File: src/hdl/generation_ring_buffer_defines.svh
// assertion macros for the generation ring buffer
// used by the top level only; no other dependencies
`ifndef GENERATION_RING_BUFFER_DEFINES_SVH
`define GENERATION_RING_BUFFER_DEFINES_SVH
`ifndef SYNTHESIS
// antecedent implies consequent in the same cycle
`define GRB_ASSERT_SAME(label, clk, rst_n, ante, cons) \
    label: assert property (@(posedge clk) disable iff (!rst_n) (ante) |-> (cons)) \
        else $error("assertion failed");
// antecedent implies consequent in the next cycle
`define GRB_ASSERT_NEXT(label, clk, rst_n, ante, cons) \
    label: assert property (@(posedge clk) disable iff (!rst_n) (ante) |=> (cons)) \
        else $error("assertion failed");
`else
`define GRB_ASSERT_SAME(label, clk, rst_n, ante, cons)
`define GRB_ASSERT_NEXT(label, clk, rst_n, ante, cons)
`endif
`endif

File: src/hdl/grb_pkg.sv
// shared types and constants for the generation ring buffer
// no dependencies
package grb_pkg;

    localparam int DEPTH_DEF    = 8;
    localparam int MSG_BITS_DEF = 64;
    localparam int GEN_BITS     = 32;
    localparam int DATA_BITS    = 64;

    typedef enum logic {
        OP_PUBLISH = 1'b0,
        OP_READ    = 1'b1
    } t_op;

    typedef enum logic {
        ST_OK    = 1'b0,
        ST_EMPTY = 1'b1
    } t_status;

    // per-transaction response bits handed from control to the output stage
    typedef struct packed {
        t_status             status;
        logic                rd_ok;
        logic [GEN_BITS-1:0] next_gen;
    } t_rsp;

endpackage

File: src/hdl/grb_mem.sv
// message store: single-port synchronous ram, registered read
// depends on nothing but its parameters
module grb_mem #(
    parameter int DEPTH    = 8,
    parameter int MSG_BITS = 64,
    parameter int IDX_W    = 3
) (
    input  logic                i_clk,
    input  logic                i_we,
    input  logic                i_re,
    input  logic [IDX_W-1:0]    i_idx,
    input  logic [MSG_BITS-1:0] i_wdata,
    output logic [MSG_BITS-1:0] o_rdata
);

    logic [MSG_BITS-1:0] r_mem [DEPTH];
    logic [MSG_BITS-1:0] r_q;

    // write port
    always_ff @(posedge i_clk) begin
        if (i_we) begin
            r_mem[i_idx] <= i_wdata;
        end
    end

    // registered read, held while not enabled
    always_ff @(posedge i_clk) begin
        if (i_re) begin
            r_q <= r_mem[i_idx];
        end
    end

    assign o_rdata = r_q;

endmodule

File: src/hdl/grb_ctrl.sv
// generation counter, sticky full flag and slot selection
// depends on grb_pkg
module grb_ctrl #(
    parameter int QUEUE_DEPTH = grb_pkg::DEPTH_DEF,
    parameter int IDX_W       = 3
) (
    input  logic                         i_clk,
    input  logic                         i_rst_n,
    input  logic                         i_accept,
    input  grb_pkg::t_op                 i_op,
    input  logic [grb_pkg::GEN_BITS-1:0] i_reader_gen,
    output logic                         o_mem_we,
    output logic                         o_mem_re,
    output logic [IDX_W-1:0]             o_mem_idx,
    output grb_pkg::t_rsp                o_rsp,
    output logic                         o_empty
);
    import grb_pkg::*;

    logic [GEN_BITS-1:0] r_wgen, n_wgen;
    logic                r_full, n_full;
    logic [GEN_BITS-1:0] wg_m1, oldest, rg_a, rg_b;
    logic                in_win, is_pub, is_read;

    assign is_pub  = (i_op == OP_PUBLISH);
    assign is_read = (i_op == OP_READ);
    assign o_empty = (r_wgen == '0) && !r_full;

    // reader slot choice with wraparound-aware window
    always_comb begin
        wg_m1  = r_wgen - GEN_BITS'(1);
        oldest = r_wgen - GEN_BITS'(QUEUE_DEPTH);
        rg_a   = (i_reader_gen == r_wgen) ? wg_m1 : i_reader_gen;
        if (wg_m1 > oldest) begin
            in_win = (rg_a >= oldest) && (rg_a <= wg_m1);
        end else begin
            in_win = (rg_a >= oldest) || (rg_a <= wg_m1);
        end
        if (r_full) begin
            rg_b = in_win ? rg_a : oldest;
        end else begin
            rg_b = (rg_a > r_wgen) ? '0 : rg_a;
        end
    end

    // memory request and response
    always_comb begin
        o_mem_we        = i_accept && is_pub;
        o_mem_re        = i_accept && is_read && !o_empty;
        o_mem_idx       = is_pub ? IDX_W'(r_wgen % GEN_BITS'(QUEUE_DEPTH))
                                 : IDX_W'(rg_b % GEN_BITS'(QUEUE_DEPTH));
        o_rsp.status    = (is_read && o_empty) ? ST_EMPTY : ST_OK;
        o_rsp.rd_ok     = is_read && !o_empty;
        o_rsp.next_gen  = (is_read && !o_empty) ? (rg_b + GEN_BITS'(1)) : i_reader_gen;
    end

    // generation and full flag update on publish
    always_comb begin
        n_wgen = r_wgen;
        n_full = r_full;
        if (i_accept && is_pub) begin
            n_wgen = r_wgen + GEN_BITS'(1);
            if (r_wgen >= GEN_BITS'(QUEUE_DEPTH - 1)) begin
                n_full = 1'b1;
            end
        end
    end

    always_ff @(posedge i_clk) begin
        if (!i_rst_n) begin
            r_wgen <= '0;
            r_full <= 1'b0;
        end else begin
            r_wgen <= n_wgen;
            r_full <= n_full;
        end
    end

endmodule

File: src/hdl/generation_ring_buffer.sv
// channel  | valid       | stall       | payload
// input    | i_in_valid  | o_in_stall  | i_opcode, i_publish_data, i_reader_generation
// output   | o_out_valid | i_out_stall | o_status, o_read_data, o_next_generation
//
// one transaction per cycle unless the input is stalled; a result appears in the cycle
// after acceptance, from the registered read of the message ram.
// the ram data register doubles as the output register, so a new
// transaction is taken only when the output slot is empty or being drained.
// synchronous active-low reset clears the generation, full flag and output valid;
// the message store is not cleared.
// depends on grb_pkg, grb_ctrl, grb_mem and generation_ring_buffer_defines.svh
`include "generation_ring_buffer_defines.svh"
module generation_ring_buffer #(
    parameter int QUEUE_DEPTH  = grb_pkg::DEPTH_DEF,
    parameter int MESSAGE_BITS = grb_pkg::MSG_BITS_DEF
) (
    input  logic                          i_clk,
    input  logic                          i_rst_n,
    input  logic                          i_in_valid,
    output logic                          o_in_stall,
    input  logic                          i_opcode,
    input  logic [grb_pkg::DATA_BITS-1:0] i_publish_data,
    input  logic [grb_pkg::GEN_BITS-1:0]  i_reader_generation,
    output logic                          o_out_valid,
    input  logic                          i_out_stall,
    output logic                          o_status,
    output logic [grb_pkg::DATA_BITS-1:0] o_read_data,
    output logic [grb_pkg::GEN_BITS-1:0]  o_next_generation
);
    import grb_pkg::*;

    localparam int IDX_W = (QUEUE_DEPTH > 1) ? $clog2(QUEUE_DEPTH) : 1;

    logic                accept;
    logic                mem_we, mem_re, empty;
    logic [IDX_W-1:0]    mem_idx;
    logic [MESSAGE_BITS-1:0] mem_q;
    t_rsp                rsp, r_rsp;
    logic                r_valid, n_valid;
    t_op                 op;

    assign op         = t_op'(i_opcode);
    assign o_in_stall = r_valid && i_out_stall;
    assign accept     = i_in_valid && !o_in_stall;

    grb_ctrl #(
        .QUEUE_DEPTH (QUEUE_DEPTH),
        .IDX_W       (IDX_W)
    ) u_ctrl (
        .i_clk        (i_clk),
        .i_rst_n      (i_rst_n),
        .i_accept     (accept),
        .i_op         (op),
        .i_reader_gen (i_reader_generation),
        .o_mem_we     (mem_we),
        .o_mem_re     (mem_re),
        .o_mem_idx    (mem_idx),
        .o_rsp        (rsp),
        .o_empty      (empty)
    );

    grb_mem #(
        .DEPTH    (QUEUE_DEPTH),
        .MSG_BITS (MESSAGE_BITS),
        .IDX_W    (IDX_W)
    ) u_mem (
        .i_clk   (i_clk),
        .i_we    (mem_we),
        .i_re    (mem_re),
        .i_idx   (mem_idx),
        .i_wdata (i_publish_data[MESSAGE_BITS-1:0]),
        .o_rdata (mem_q)
    );

    // output valid
    always_comb begin
        n_valid = r_valid;
        if (accept) begin
            n_valid = 1'b1;
        end else if (!i_out_stall) begin
            n_valid = 1'b0;
        end
    end

    always_ff @(posedge i_clk) begin
        if (!i_rst_n) begin
            r_valid <= 1'b0;
        end else begin
            r_valid <= n_valid;
        end
    end

    // response payload
    always_ff @(posedge i_clk) begin
        if (accept) begin
            r_rsp <= rsp;
        end
    end

    assign o_out_valid       = r_valid;
    assign o_status          = r_rsp.status;
    assign o_read_data       = r_rsp.rd_ok ? DATA_BITS'(mem_q) : '0;
    assign o_next_generation = r_rsp.next_gen;

    // checks
    `GRB_ASSERT_NEXT(a_pub_ok, i_clk, i_rst_n, accept && op == OP_PUBLISH, o_out_valid && o_status == ST_OK && o_read_data == '0)
    `GRB_ASSERT_NEXT(a_empty_fail, i_clk, i_rst_n, accept && op == OP_READ && empty, o_out_valid && o_status == ST_EMPTY)
    `GRB_ASSERT_SAME(a_fail_zero, i_clk, i_rst_n, o_out_valid && o_status == ST_EMPTY, o_read_data == '0)

endmodule

File: config.mk
export PLATFORM = sky130hd
export DESIGN_NAME = generation_ring_buffer
export DESIGN_NICKNAME = d
export VERILOG_FILES = /design/src/hdl/grb_pkg.sv /design/src/hdl/grb_mem.sv /design/src/hdl/grb_ctrl.sv /design/src/hdl/generation_ring_buffer.sv
export VERILOG_INCLUDE_DIRS = /design/src /design/src/hdl
export SDC_FILE = /design/constraint.sdc
export NUM_CORES = 1
export LEC_CHECK = 0
export BUFFER_PORTS_ARGS = -buffer_cell sky130_fd_sc_hd__buf_2
export CORE_UTILIZATION = 55
export CTS_CLUSTER_DIAMETER = 50
export CTS_CLUSTER_SIZE = 16
export DETAILED_ROUTE_END_ITERATION = 8
export PLACE_DENSITY = 0.71
export SYNTH_ARGS = -nofsm -noshare
export SYNTH_HDL_FRONTEND = slang
export SYNTH_SLANG_ARGS = --single-unit
File: constraint.sdc
create_clock -name i_clk -period 12.4 [get_ports i_clk]
set_input_delay 3.1 -clock i_clk [delete_from_list [all_inputs] [get_ports i_clk]]
set_output_delay 3.1 -clock i_clk [all_outputs]
set_load 0.02 [all_outputs]
==> flow_summary.yaml <==
synthesis:
  ys_warn_count: 0
  ys_ff_latch: 644
  synth_cells: 2770
  avgSynthCellArea_um2: 11.28
  synth_xor_area_frac: 0.03645
  syn_nets: 2998
  synth_cell_type_count: 83
  synth_top_family_by_area: "simple AND/OR/NAND/NOR gates"
  synthAdderAreaFrac: 0.05155
  synth_edf_count: 610
  synthMuxAreaShare: 0.009012
  syn_area_mm2: 0.03124
  yosys.area_share.simple: 0.1699
  synth_flop_cell: "edfxtp_1"
  async_reset_ff_frac: 0
  ys_seq_area_frac: 0.6082
  synth-compound-area-share: 0.08820
sta:
  finalHoldViolCount: 0
  max_freq_ghz: 0.09477
  worstMarginPinSlew_ns: 1.444
  grt_setup_unrepaired: "no"
  tns_ns: 0
  relSlewSlack: 0.02869
  finalSetupViolCount: 0
  skew_ns: 0.07050
  final.min_clock_period_ns: 10.55
  slew_violations: 0
  finalCritPeriodShare: 0.8509
  hold_slack_ns: 0.5982
pwr:
  p_sw_frac: 0.2510
  p_total_mw: 4.727
  ir_worst_vdd_v: 0.0001109
  clockPowerShare: 0.380
  pwr-share-comb: 0.105
  powerDensity_mw_per_mm2: 136.3
  power.leakage_nw: 13.12
  switchingPower_mw: 1.187
  p_seq_frac: 0.515
  p_int_mw: 3.540
job:
  cap_violations: 0
grt:
  grt_pass1_wl_mm: 131.4
  overflow: 0
  grt_start_max_net_pins: 253
  grt_util_all_layers: 0.3057
  grt_pass1_vias: 21990
  antenna_found_initial: 11
clock_network:
  cts_buffer_depth: 3
  post_cts_resized: 0
  clock-root-buffer: "clkbuf_16"
  tritoncts: "built"
  clk_pin_slew_ns: 0.06
  clk-insertion-delay-late_ns: 0.65
  post_cts_buffers: 0
  htreeDepth: 2
  cts_hold_buf: 0
  numClockSinks: 644
  numCtsBuffers: 58
detailed_routing:
  postRouteAntennaNets: 0
  routedWlPerCell_um: 23.93
  drt-total-wl_mm: 87.95
  via_count: 22260
  via_per_inst: 6.057
  initialDrtViolationCount: 2293
  drtPass1Iterations: 7
  drc: 0
layout:
  nNetsFinal: 3109
  instances_no_fill: 3675
  syn2layout_area_growth_pct: 11.00
  layout-drive-gt1-share: 0.1286
  final_cell_area_mm2: 0.03468
critical_path:
  cp-end-kind: "flop"
  worstPathRequired_ns: 12.76
  crit_path_start_kind: "input pin"
  critPathKind: "in2reg"
  crit_fanout: 34
  critPathArrivalTime_ns: 10.91
place:
  place_area_mm2: 0.03275
  io_buffers: 199
  dp_hpwl_mm: 56.50
  place_inst: 3569
  place_congestion: 1.085
die:
  fp.dieH_um: 240.3
  dieArea_mm2: 0.05775
  coreArea_mm2: 0.05563
  start_util: 0.5615
  ios: 200
  row_count: 86
  die_w_um: 240.3
worst_hold_path:
  hp-class: "reg2reg"
outcome:
  status: "completed"
## cells in the final DEF, fill, tap and decap left out, drive strengths merged, types with 29 or more instances in the layout
cell / count
a21oi: 318
nand3: 60
ha: 127
buf: 226
clkinv: 29
dfxtp: 34
edfxtp: 610
nand2: 629
or4: 67
and2: 98
inv: 83
nand4: 36
clkbuf: 64
nor2: 69
nor4: 31
nor3: 41
xor2: 38
o21ai: 51
xnor2: 92
## critical path, cell delays in order
cell      delay [ns]
buf_2           0.12
xor2_1          0.14
nor4_1          0.42
nand4_1         0.22
nor2_4          0.64
mux2i_1         0.35
inv_1           0.20
ha_1            0.36
nand4_1         0.12
nor4_1          1.19
nand2_1         0.12
o211ai_1        0.39
a41o_1          0.23
maj3_2          0.57
nand3_1         0.15
a21oi_1         0.29
or2_0           0.44
nand2b_4        0.62
buf_4           0.57
a21oi_1         0.11
or4_1           0.51
## routing by layer
metal / GRT usage / wire [µm] / vias up
met5: 0 / 85 / -
li1: - / - / 10200
met3: 0.04719 / 6534 / 219
met2: 0.4993 / 42280 / 1003
met4: 0.1565 / 4277 / 12
met1: 0.3966 / 34780 / 10830
## final cells by class
cell class / instances / area (µm²)
Timing Repair Buffer: 226 / 1286
Inverter: 82 / 307.8
Tap cell: 748 / 935.9
Antenna cell: 4 / 10.01
Clock buffer: 64 / 1474
Multi-Input combinational cell: 1869 / 11220
Fill cell: 4414 / 20960
Sequential cell: 644 / 19000
Clock inverter: 38 / 442.9
## sequential cells by signal, indices dropped and copies added (netlist names)
| name | cells |
|---|---|
| o_out_valid | 1 |
| r_rsp | 1 |
| u_mem.r_mem | 512 |
| u_mem.o_rdata | 64 |
| u_ctrl.r_full | 1 |
| o_next_generation | 32 |
| o_status | 1 |
| u_ctrl.r_wgen | 32 |
## power by group through the flow
stage / clock, mW / sequential (mW) / combinational [mW]
after floorplan: 0 / 2.48 / 0.312
after global placement: 0 / 2.48 / 0.480
after detailed placement: 0 / 2.48 / 0.489
after CTS: 1.82 / 2.43 / 0.492
after global routing: 1.90 / 2.44 / 0.540
final: 1.80 / 2.43 / 0.496
## kinds of logic after synthesis
kind of cell             count (synthesis)
multiplexers                            24
AO/OA/AOI/OAI                          479
adder cells (fa/ha/maj)                129
buffers and inverters                  257
XOR/XNOR                               130
AND/OR/NAND/NOR                       1107
flip-flops                             644
## metrics by stage
stage                     utilization  setup WS [ns]
after floorplan                     -          1.379
after global placement         0.5887          1.503
after global routing           0.6233          1.560
final                          0.6233          1.848
after detailed placement       0.5887          1.537
after CTS                      0.6231          2.171
## synth_stat cells, types with 5 or more instances
master,count,area share
a2bb2oi_1,7,0.0020
a21o_1,10,0.0024
o31a_1,7,0.0020
and4_1,12,0.0034
clkinv_1,9,0.0011
xor2_1,38,0.011
a31oi_1,5,0.0010
nor3_1,41,0.0066
nand2_1,628,0.075
or3_1,6,0.0012
dfxtp_1,34,0.022
and2_1,98,0.020
nor2_1,69,0.0083
a32oi_1,5,0.0014
mux2_2,13,0.0047
ha_1,127,0.051
buf_1,8,0.00096
or4_1,66,0.016
o211ai_1,7,0.0017
nand3_1,58,0.0093
nand2b_1,14,0.0028
buf_2,35,0.0056
and3_1,14,0.0028
o31ai_1,13,0.0031
o21ai_1,10,0.0016
edfxtp_1,610,0.59
inv_1,73,0.0088
nor4_1,24,0.0048
xnor2_1,92,0.026
buf_4,33,0.0079
clkbuf_1,97,0.012
nor2b_1,5,0.0010
nand4_1,36,0.0072
or2_2,7,0.0014
mux2i_1,9,0.0029
o21ai_0,40,0.0064
a21oi_1,317,0.051
o2bb2ai_1,7,0.0020
a211oi_1,5,0.0012
## worst paths after layout
path	from	endpoint	slack [ns]	cells after the start
max	i_reader_generation[28]	u_mem.o_rdata[24]	1.85	21
min	o_out_valid	o_out_valid	0.60	2
max reg2reg	u_ctrl.r_wgen[3]	u_mem.o_rdata[24]	2.42	22
min reg2reg	o_out_valid	o_out_valid	0.60	2
(Power assumes the default switching activity.)
